### src/hdl/tipd_pkg.sv
`timescale 1ns / 1ps
// ----------------------------------------------------------------------------
// tipd_pkg
// Shared types, byte constants and character-class helpers for the title
// invalid-pattern detector.
// ----------------------------------------------------------------------------
package tipd_pkg;

  // Rule codes, lowest number has priority.
  typedef enum logic [2:0] {
    RULE_NONE      = 3'd0,
    RULE_COLON     = 3'd1,
    RULE_FORBIDDEN = 3'd2,
    RULE_SENTINEL  = 3'd3,
    RULE_PERCENT   = 3'd4,
    RULE_DOT       = 3'd5
  } rule_e;

  // Sentinel matcher phase.
  typedef enum logic [3:0] {
    SENT_IDLE   = 4'b0001,
    SENT_NUL    = 4'b0010,
    SENT_DIGITS = 4'b0100,
    SENT_TAG    = 4'b1000
  } sent_e;

  // Percent matcher phase.
  typedef enum logic [2:0] {
    PCT_IDLE = 3'b001,
    PCT_ONE  = 3'b010,
    PCT_TWO  = 3'b100
  } pct_e;

  // Dot-segment matcher: segment start, ".", "..", anything else.
  typedef enum logic [3:0] {
    DOTS_START = 4'b0001,
    DOTS_ONE   = 4'b0010,
    DOTS_TWO   = 4'b0100,
    DOTS_OTHER = 4'b1000
  } dots_e;

  // Title-end report from the scanner.
  typedef struct packed {
    logic  done;
    rule_e rule;
  } result_t;

  localparam logic [7:0] CH_NUL     = 8'h00;
  localparam logic [7:0] CH_NL      = 8'h0A;
  localparam logic [7:0] CH_BANG    = 8'h21;
  localparam logic [7:0] CH_PERCENT = 8'h25;
  localparam logic [7:0] CH_PLUS    = 8'h2B;
  localparam logic [7:0] CH_MINUS   = 8'h2D;
  localparam logic [7:0] CH_DOT     = 8'h2E;
  localparam logic [7:0] CH_SLASH   = 8'h2F;
  localparam logic [7:0] CH_0       = 8'h30;
  localparam logic [7:0] CH_9       = 8'h39;
  localparam logic [7:0] CH_COLON   = 8'h3A;
  localparam logic [7:0] CH_LT      = 8'h3C;
  localparam logic [7:0] CH_GT      = 8'h3E;
  localparam logic [7:0] CH_UA      = 8'h41;
  localparam logic [7:0] CH_UF      = 8'h46;
  localparam logic [7:0] CH_LBRACK  = 8'h5B;
  localparam logic [7:0] CH_RBRACK  = 8'h5D;
  localparam logic [7:0] CH_LA      = 8'h61;
  localparam logic [7:0] CH_LE      = 8'h65;
  localparam logic [7:0] CH_LF      = 8'h66;
  localparam logic [7:0] CH_LH      = 8'h68;
  localparam logic [7:0] CH_LBRACE  = 8'h7B;
  localparam logic [7:0] CH_PIPE    = 8'h7C;
  localparam logic [7:0] CH_RBRACE  = 8'h7D;
  localparam logic [7:0] CH_DEL     = 8'h7F;

  function automatic logic is_digit(input logic [7:0] c);
    return (c >= CH_0) && (c <= CH_9);
  endfunction

  function automatic logic is_hex(input logic [7:0] c);
    return ((c >= CH_0) && (c <= CH_9)) || ((c >= CH_LA) && (c <= CH_LF)) ||
           ((c >= CH_UA) && (c <= CH_UF));
  endfunction

  function automatic logic is_forbidden(input logic [7:0] c);
    return (c == CH_LT) || (c == CH_GT) || (c == CH_LBRACK) || (c == CH_RBRACK) ||
           (c == CH_LBRACE) || (c == CH_RBRACE) || (c == CH_PIPE) || (c == CH_NL);
  endfunction

  function automatic logic is_tag(input logic [7:0] c);
    return (c == CH_LE) || (c == CH_LH) || (c == CH_BANG) || (c == CH_PLUS) ||
           (c == CH_MINUS);
  endfunction

endpackage

### src/hdl/tipd_scan.sv
`timescale 1ns / 1ps
// ----------------------------------------------------------------------------
// tipd_scan
// Matcher state and single-pass update: one registered word per step.
// ----------------------------------------------------------------------------
module tipd_scan (
  input  logic                clk_i,
  input  logic                rst_ni,
  input  logic                step_i,
  input  logic [7:0]          byte_i,
  input  logic                last_i,
  input  logic                empty_i,
  output tipd_pkg::result_t   res_o
);

  logic              start_q, start_d;
  tipd_pkg::rule_e   found_q, found_d;
  tipd_pkg::sent_e   sent_q, sent_d, sent_nxt;
  tipd_pkg::pct_e    pct_q, pct_d, pct_nxt;
  tipd_pkg::dots_e   dots_q, dots_d, dots_nxt, dots_end;
  tipd_pkg::rule_e   hit, found_byte, found_end;
  logic              sent_fire, pct_fire, dot_fire, hex, digit;

  always_comb begin
    digit = tipd_pkg::is_digit(byte_i);
    hex   = tipd_pkg::is_hex(byte_i);

    // sentinel: NUL, digits, tag, DEL
    sent_fire = (sent_q == tipd_pkg::SENT_TAG) && (byte_i == tipd_pkg::CH_DEL);
    if (byte_i == tipd_pkg::CH_NUL) begin
      sent_nxt = tipd_pkg::SENT_NUL;
    end else begin
      unique case (sent_q)
        tipd_pkg::SENT_NUL: begin
          sent_nxt = digit ? tipd_pkg::SENT_DIGITS : tipd_pkg::SENT_IDLE;
        end
        tipd_pkg::SENT_DIGITS: begin
          if (digit) begin
            sent_nxt = tipd_pkg::SENT_DIGITS;
          end else if (tipd_pkg::is_tag(byte_i)) begin
            sent_nxt = tipd_pkg::SENT_TAG;
          end else begin
            sent_nxt = tipd_pkg::SENT_IDLE;
          end
        end
        default: sent_nxt = tipd_pkg::SENT_IDLE;
      endcase
    end

    // percent followed by two hex digits
    pct_fire = (pct_q == tipd_pkg::PCT_TWO) && hex;
    if (byte_i == tipd_pkg::CH_PERCENT) begin
      pct_nxt = tipd_pkg::PCT_ONE;
    end else begin
      unique case (pct_q)
        tipd_pkg::PCT_ONE: pct_nxt = hex ? tipd_pkg::PCT_TWO : tipd_pkg::PCT_IDLE;
        default:           pct_nxt = tipd_pkg::PCT_IDLE;
      endcase
    end

    // dot segments
    dot_fire = 1'b0;
    if (byte_i == tipd_pkg::CH_SLASH) begin
      dot_fire = (dots_q == tipd_pkg::DOTS_ONE) || (dots_q == tipd_pkg::DOTS_TWO);
      dots_nxt = tipd_pkg::DOTS_START;
    end else if (byte_i == tipd_pkg::CH_DOT) begin
      unique case (dots_q)
        tipd_pkg::DOTS_START: dots_nxt = tipd_pkg::DOTS_ONE;
        tipd_pkg::DOTS_ONE:   dots_nxt = tipd_pkg::DOTS_TWO;
        default:              dots_nxt = tipd_pkg::DOTS_OTHER;
      endcase
    end else begin
      dots_nxt = tipd_pkg::DOTS_OTHER;
    end

    // lowest rule wins
    if (start_q && (byte_i == tipd_pkg::CH_COLON)) begin
      hit = tipd_pkg::RULE_COLON;
    end else if (tipd_pkg::is_forbidden(byte_i)) begin
      hit = tipd_pkg::RULE_FORBIDDEN;
    end else if (sent_fire) begin
      hit = tipd_pkg::RULE_SENTINEL;
    end else if (pct_fire) begin
      hit = tipd_pkg::RULE_PERCENT;
    end else if (dot_fire) begin
      hit = tipd_pkg::RULE_DOT;
    end else begin
      hit = tipd_pkg::RULE_NONE;
    end

    found_byte = (found_q == tipd_pkg::RULE_NONE) ? hit : found_q;

    // empty word ends the title without a byte
    if (empty_i) begin
      res_o.done = 1'b1;
      dots_end   = dots_q;
      found_end  = found_q;
    end else begin
      res_o.done = last_i;
      dots_end   = dots_nxt;
      found_end  = found_byte;
    end

    if ((found_end == tipd_pkg::RULE_NONE) &&
        ((dots_end == tipd_pkg::DOTS_ONE) || (dots_end == tipd_pkg::DOTS_TWO))) begin
      res_o.rule = tipd_pkg::RULE_DOT;
    end else begin
      res_o.rule = found_end;
    end

    // next state
    if (res_o.done) begin
      start_d = 1'b1;
      found_d = tipd_pkg::RULE_NONE;
      sent_d  = tipd_pkg::SENT_IDLE;
      pct_d   = tipd_pkg::PCT_IDLE;
      dots_d  = tipd_pkg::DOTS_START;
    end else begin
      start_d = 1'b0;
      found_d = found_byte;
      sent_d  = sent_nxt;
      pct_d   = pct_nxt;
      dots_d  = dots_nxt;
    end
  end

  always_ff @(posedge clk_i or negedge rst_ni) begin
    if (!rst_ni) begin
      start_q <= 1'b1;
      found_q <= tipd_pkg::RULE_NONE;
      sent_q  <= tipd_pkg::SENT_IDLE;
      pct_q   <= tipd_pkg::PCT_IDLE;
      dots_q  <= tipd_pkg::DOTS_START;
    end else if (step_i) begin
      start_q <= start_d;
      found_q <= found_d;
      sent_q  <= sent_d;
      pct_q   <= pct_d;
      dots_q  <= dots_d;
    end
  end

endmodule

### src/hdl/title_invalid_pattern_detector_core.sv
`timescale 1ns / 1ps
// ----------------------------------------------------------------------------
// title_invalid_pattern_detector_core
// Byte-serial title checker: reports the first forbidden pattern per title.
// ----------------------------------------------------------------------------
// Usage:
//   Input channel (in_valid_i / in_stall_o) carries one word per title byte:
//   byte_value_i, is_last_i, and empty_title_i for a zero-length title (or
//   to end a title without a further byte). Output channel (out_valid_o /
//   out_stall_i) carries one word per title end: invalid_o and first_rule_o
//   (0 none, 1 colon, 2 forbidden byte, 3 sentinel, 4 percent pair, 5 dot
//   segment). Words that do not end a title produce no output word.
//   A word is taken at an edge where valid is high and stall is low.
//   Throughput: one input word per cycle while in_stall_o is low. The input
//   register feeds the matchers, and the result register holds the title-end
//   word, so an accepted closing word passes both registers before output.
//   While the receiver stalls, the full result register holds; the input
//   register still drains words that do not end a title, and in_stall_o
//   rises only when a title-end word is waiting behind a stalled result.
//   Reset (rst_ni low, asynchronous) empties both registers and puts every
//   matcher back at the start of a title.
// ----------------------------------------------------------------------------
module title_invalid_pattern_detector_core (
  input  logic       clk_i,
  input  logic       rst_ni,
  input  logic       in_valid_i,
  output logic       in_stall_o,
  input  logic [7:0] byte_value_i,
  input  logic       is_last_i,
  input  logic       empty_title_i,
  output logic       out_valid_o,
  input  logic       out_stall_i,
  output logic       invalid_o,
  output logic [2:0] first_rule_o
);

  // input register
  logic              in_valid_q;
  logic [7:0]        byte_q;
  logic              last_q;
  logic              empty_q;

  // result register
  logic              out_valid_q;
  tipd_pkg::rule_e   out_rule_q;

  tipd_pkg::result_t res;
  logic              accept;
  logic              advance;
  logic              out_free;

  // A word in the input register moves on unless it ends a title while
  // the result register is still full and stalled.
  assign out_free   = !out_valid_q || !out_stall_i;
  assign advance    = in_valid_q && (out_free || !res.done);
  assign in_stall_o = in_valid_q && !advance;
  assign accept     = in_valid_i && !in_stall_o;

  tipd_scan u_scan (
    .clk_i   (clk_i),
    .rst_ni  (rst_ni),
    .step_i  (advance),
    .byte_i  (byte_q),
    .last_i  (last_q),
    .empty_i (empty_q),
    .res_o   (res)
  );

  always_ff @(posedge clk_i or negedge rst_ni) begin
    if (!rst_ni) begin
      in_valid_q <= 1'b0;
    end else if (accept) begin
      in_valid_q <= 1'b1;
    end else if (advance) begin
      in_valid_q <= 1'b0;
    end
  end

  always_ff @(posedge clk_i) begin
    if (accept) begin
      byte_q  <= byte_value_i;
      last_q  <= is_last_i;
      empty_q <= empty_title_i;
    end
  end

  always_ff @(posedge clk_i or negedge rst_ni) begin
    if (!rst_ni) begin
      out_valid_q <= 1'b0;
    end else if (advance && res.done) begin
      out_valid_q <= 1'b1;
    end else if (!out_stall_i) begin
      out_valid_q <= 1'b0;
    end
  end

  always_ff @(posedge clk_i) begin
    if (advance && res.done) begin
      out_rule_q <= res.rule;
    end
  end

  assign out_valid_o  = out_valid_q;
  assign invalid_o    = (out_rule_q != tipd_pkg::RULE_NONE);
  assign first_rule_o = out_rule_q;

endmodule

### config.mk
export PLATFORM = sky130hd
export DESIGN_NAME = title_invalid_pattern_detector_core
export DESIGN_NICKNAME = d
export VERILOG_FILES = /design/src/hdl/tipd_pkg.sv /design/src/hdl/tipd_scan.sv /design/src/hdl/title_invalid_pattern_detector_core.sv
export SDC_FILE = /design/constraint.sdc
export NUM_CORES = 1
export LEC_CHECK = 0
export ABC_CLOCK_PERIOD_IN_PS = 6100
export BUFFER_PORTS_ARGS = -buffer_cell sky130_fd_sc_hd__buf_2
export CAP_MARGIN = 20
export CORE_MARGIN = 1.5
export CORE_UTILIZATION = 55
export DETAILED_ROUTE_END_ITERATION = 6
export GPL_ROUTABILITY_DRIVEN = 0
export GPL_TIMING_DRIVEN = 0
export PLACE_DENSITY = 0.81
export SYNTH_ARGS = -nofsm -noshare
export SYNTH_HDL_FRONTEND = slang
export SYNTH_SLANG_ARGS = --single-unit
### constraint.sdc
create_clock -name clk_i -period 6.1 [get_ports clk_i]
set_input_delay 1.22 -clock clk_i [delete_from_list [all_inputs] [get_ports clk_i]]
set_output_delay 1.22 -clock clk_i [all_outputs]
set_load 0.02 [all_outputs]
== Word-level counts from Yosys, hierarchy flattened ==
Index checks and enable logic that the tools add are counted.
Storage, ports and cells
  output and inout port bits: 6
  bits of input ports: 14
  logic and storage cells: 114
  flip-flop bits (word level): 30
Cells by class
  muxes and demuxes: 30
  reduce and logical (&&, ||, !) cells: 38
  equality and inequality tests: 29
  $lt $le $gt $ge: 6
Operator list (number)
  equality test 8 x 6 -> 1 bit, second input constant: 9
  equality test 8 x 7 -> 1 bit, second input constant: 8
  two-way mux 3 bit: 13
  two-way mux 4 bit: 8
  logical OR 1 bit: 17
  >= comparator 8 x 7 -> 1 bit, second input constant: 2
  <= comparator 8 x 7 -> 1 bit, second input constant: 2
  case mux 4 bit (2 select lines): 2
  equality test 4 x 2 -> 1 bit, second input constant: 3
  equality test 4 x 3 -> 1 bit, second input constant: 3
  logical AND 1 bit: 11
  equality test 8 x 4 -> 1 bit, second input constant: 1
  >= comparator 8 x 6 -> 1 bit, second input constant: 1
  <= comparator 8 x 6 -> 1 bit, second input constant: 1
  zero test 8 bit: 1
  two-way mux 1 bit: 7
  zero test 3 bit: 2
  zero test 1 bit: 5
  equality test 4 x 1 -> 1 bit, second input constant: 1
  equality test 4 bit, second input constant: 1
  equality test 3 x 2 -> 1 bit, second input constant: 1
  equality test 3 bit, second input constant: 1
  nonzero test 3 bit: 1
  != test 2 x 1 -> 1 bit, second input constant: 1
  nonzero test 2 bit: 1

== Logic depth before layout (Yosys ltp) ==
  depth after elaboration: 14
  mapped depth: 7
  gate-level depth less buffers: 7

== Cells and area by module ==
Synthesis repeated with hierarchy kept, for this count alone.
Second synthesis, totals
  cell total of the unflattened synthesis: 168
  area total of the unflattened synthesis: 1721.7 um^2
Modules (own cells, without submodules)
  tipd_scan: instances 1, cells each 142, area an instance 1219.9 um^2, sequential area each 380.4 um^2
  title_invalid_pattern_detector_core: instances 1, cells each 26, area an instance 501.7 um^2, sequential area each 440.4 um^2

== Worst setup path before layout ==
No wires, ideal clock.
  kind: input -> output
  start: input out_stall_i
  end: output in_stall_o
  path buffers: 0
  arrival time: 1.628 ns
  slack: 3.252 ns
  stages: 4
  required time: 4.880 ns
  cells stage by stage: nand2_1 -> nor2_1 -> nand2_1 -> inv_1
On the way
  word-level cells in the longest chain between the ends: 6
RTL lines
  start: declaration: RTL line title_invalid_pattern_detector_core.sv:32  | input logic out_stall_i,
  zero test 1 bit
  logical OR 1 bit: RTL line title_invalid_pattern_detector_core.sv:54  | assign out_free = !out_valid_q || !out_stall_i;
  logical OR 1 bit: RTL line title_invalid_pattern_detector_core.sv:55  | assign advance = in_valid_q && (out_free || !res.done);
  logical AND 1 bit: RTL line title_invalid_pattern_detector_core.sv:55
  zero test 1 bit: RTL line title_invalid_pattern_detector_core.sv:56  | assign in_stall_o = in_valid_q && !advance;
  logical AND 1 bit: RTL line title_invalid_pattern_detector_core.sv:56
  end: declaration: RTL line title_invalid_pattern_detector_core.sv:27  | output logic in_stall_o,
No other way between the ends.

== Worst setup path in the final report ==
Same ends and word-level chain as after synthesis.

==> flow_metrics.py <==
metrics = {
    "global_route": {
        "grt-ovfl-total": 0,
        "track_usage": 0.234,
        "grt_pass1_wl_um": 5890,
        "antenna_found_initial": 0,
        "grt_max_degree": 18,
        "grt_pass1_vias": 1301,
    },
    "yosys": {
        "synth_edf_count": 13,
        "yosysTopAreaCell": "edfxtp_1",
        "synthMuxAreaShare": 0,
        "netlist_area_um2": 1690,
        "ys_ff_latch": 30,
        "synth_xor_area_frac": 0.0156,
        "ys.flop_type": "edfxtp_1",
        "avgSynthCellArea_um2": 9.99,
        "synth.net_count": 183,
        "synthArstFlopShare": 0.567,
        "synth_top_area_frac": 0.231,
        "synth.area.top_cells": "edfxtp_1 (23%), dfrtp_1 (19%), dfstp_2 (6.2%), nand2_1 (4.2%), o21ai_0 (3.0%)",
        "yosys.area_share.simple": 0.299,
        "synth_top_family_by_area": "simple AND/OR/NAND/NOR gates",
        "yosysUniqueCellTypes": 47,
        "synthCells": 169,
        "synth_fa_ha_area_frac": 0,
        "synth-compound-area-share": 0.172,
        "yosys_warnings": 0,
        "yosysSeqAreaShare": 0.486,
    },
    "detailed_routing": {
        "avgRoutedWirePerCell_um": 15.3,
        "dr_total_vias": 1463,
        "drt_iter0_drc": 62,
        "wl_um": 3480,
        "drtPass1Iterations": 4,
        "route.met3.wl_um": 259,
        "avgViaCountPerCell": 6.44,
        "met1_length_um": 1510,
        "wl_met2_um": 1660,
        "top_layer_used": "met4",
        "drc": 0,
        "ant_nets": 0,
    },
    "power": {
        "internal-power_w": 0.000295,
        "p_total_w": 0.000412,
        "power_density_nw_per_um2": 220,
        "power.share.combinational": 0.161,
        "clock_power_share": 0.259,
        "swShare": 0.285,
        "vdd_drop_max_mv": 0.127,
        "p_leak_nw": 0.740,
        "seqPwrFrac": 0.580,
        "power_switching_w": 0.000117,
    },
    "sta": {
        "maxSlewHeadroom": 0.534,
        "report.final.hold_viol_count": 0,
        "final-max-slew-violation-count": 0,
        "fmax_ghz": 0.332,
        "setup_viol": 0,
        "post-route-period-util": 0.493,
        "rsz0062_at_grt": "false",
        "min_period_ps": 3010,
        "clock_skew_ps": 4.79,
        "tns_ps": 0,
        "tightest_slew_ps": 693,
    },
    "final_layout": {
        "drive_gt1_frac": 0.194,
        "synthToLayoutAreaGrowth_pct": 10.9,
        "nets": 209,
        "final_area_um2": 1870,
        "final_common_cell": "buf_2",
        "diodes": 0,
        "final_cell_mix": "buf_2 (20), nand2_1 (19), edfxtp_1 (13), dfrtp_1 (13)",
        "fin_cells": 227,
    },
    "placed_design": {
        "dp_hpwl_um": 2540,
        "dp_cells": 219,
        "postPlaceCellArea_um2": 1820,
        "port_buffers": 19,
    },
    "die": {
        "initial_utilization": 0.597,
        "io_pins": 20,
        "dieArea_um2": 3410,
        "rows": 19,
        "die_x_um": 58.4,
        "dieHeight_um": 58.4,
        "fp.coreArea_um2": 2830,
    },
    "critical_path": {
        "cp_data_required_time_ps": 4880,
        "worst_setup_path_start_kind": "input port",
        "endpoint_kind": "output port",
        "crit_fanout": 3,
        "cp.arrival_ps": 1790,
        "path_class": "input port to output port",
    },
    "cts": {
        "cts-buffers-inserted": 5,
        "cts_setup_buffers": 0,
        "cts_resized": 0,
        "htree_num_levels": 2,
        "cts_tree": "yes",
        "clk_latency_ps": 320,
        "root_buffer": "clkbuf_4",
        "hold_buffers": 0,
        "clkSlewWorstSetupHoldPaths_ps": 80,
        "clockBufferDepth": 2,
        "cts_sinks": 30,
    },
    "job": {
        "drv_cap": 0,
    },
    "worst_hold_path": {
        "hold_class": "register to register",
    },
    "run_status": {
        "status": "finished clean",
    },
}
-- registers in the layout, summed over array words and instances (netlist names) --
signal and count:
u_scan.pct_q 3, byte_q 8, out_valid_o 1, first_rule_o 3, u_scan.sent_q 4, u_scan.dots_q 4, in_valid_q 1, empty_q 1
u_scan.start_q 1, last_q 1, u_scan.found_q 3
-- final cells by class --
cell class              count  area, um^2
clock inverters             2        8.76
flip-flops and latches     30         821
multi-input cells         129         821
clock buffers               6        41.3
plain buffers               8        38.8
inverters                   2        7.51
well taps                  31        38.8
fillers                   221         957
repair buffers             19        95.1
-- worst paths after layout --
path                                      from          endpoint  slack [ps]  depth (start not counted)
worst max register to register       byte_q[1]   first_rule_o[2]        3780                          7
max in group asynchronous               rst_ni  u_scan.dots_q[0]        4980                          1
worst min register to register  u_scan.start_q    u_scan.start_q         470                          2
worst max-delay path               out_stall_i        in_stall_o        3090                          6
worst min-delay path            u_scan.start_q    u_scan.start_q         470                          2
min in group asynchronous               rst_ni  u_scan.sent_q[3]         800                          1
-- cells in the mapped netlist (2+ instances only) --
library cell	number
a211o_1	3
a211oi_1	3
a21boi_0	2
a21oi_1	8
a22o_1	2
a31o_2	2
and2_1	3
clkbuf_1	5
dfrtp_1	13
dfstp_2	4
edfxtp_1	13
inv_1	2
nand2_1	19
nand2b_1	4
nand3_1	5
nand3b_1	2
nand4_1	7
nor2_1	10
nor2b_1	7
nor3_1	5
nor3b_1	2
nor4_1	4
nor4b_1	5
o21a_1	2
o21ai_0	10
o31ai_1	2
or3_1	4
xor2_1	2
-- through the flow --
step / utilization / hold slack [ps] / setup slack (ps)
finish: 0.662 / 468 / 3090
global route: 0.662 / 497 / 3030
CTS: 0.662 / 465 / 3080
detailed placement: 0.644 / 451 / 3080
global placement: 0.644 / 452 / 3100
floorplan: - / 439 / 3250
-- layer usage --
layer | GRT usage | vias to the layer above
met3 | 0.0791 | 6
met1 | 0.302 | 686
met4 | 0.0930 | 0
met2 | 0.364 | 77
li1 | - | 694
met5 | 0 | -
-- power groups by stage --
stage,sequential [W],clock [W],combinational [W]
6_report,0.000239,0.000107,0.0000662
5_1_grt,0.000241,0.000122,0.0000739
4_1_cts,0.000239,0.000111,0.0000657
3_5_place_dp,0.000243,0,0.0000655
3_3_place_gp,0.000242,0,0.0000634
2_1_floorplan,0.000244,0,0.0000429
-- cells by family (layout without fill, tap and decap cells) --
group / count (synthesis) / in the layout
compound gates: 42 / 42
xor+xnor: 3 / 3
buf+inv: 10 / 37
flops: 30 / 30
simple gates: 84 / 84
-- worst max-delay path, cell delays in order --
cell,delay (ps)
buf_2,70
nand2_1,70
nor2_1,120
nand2_1,100
inv_1,50
buf_2,150
No activity file was read; power rests on OpenSTA's default activity.
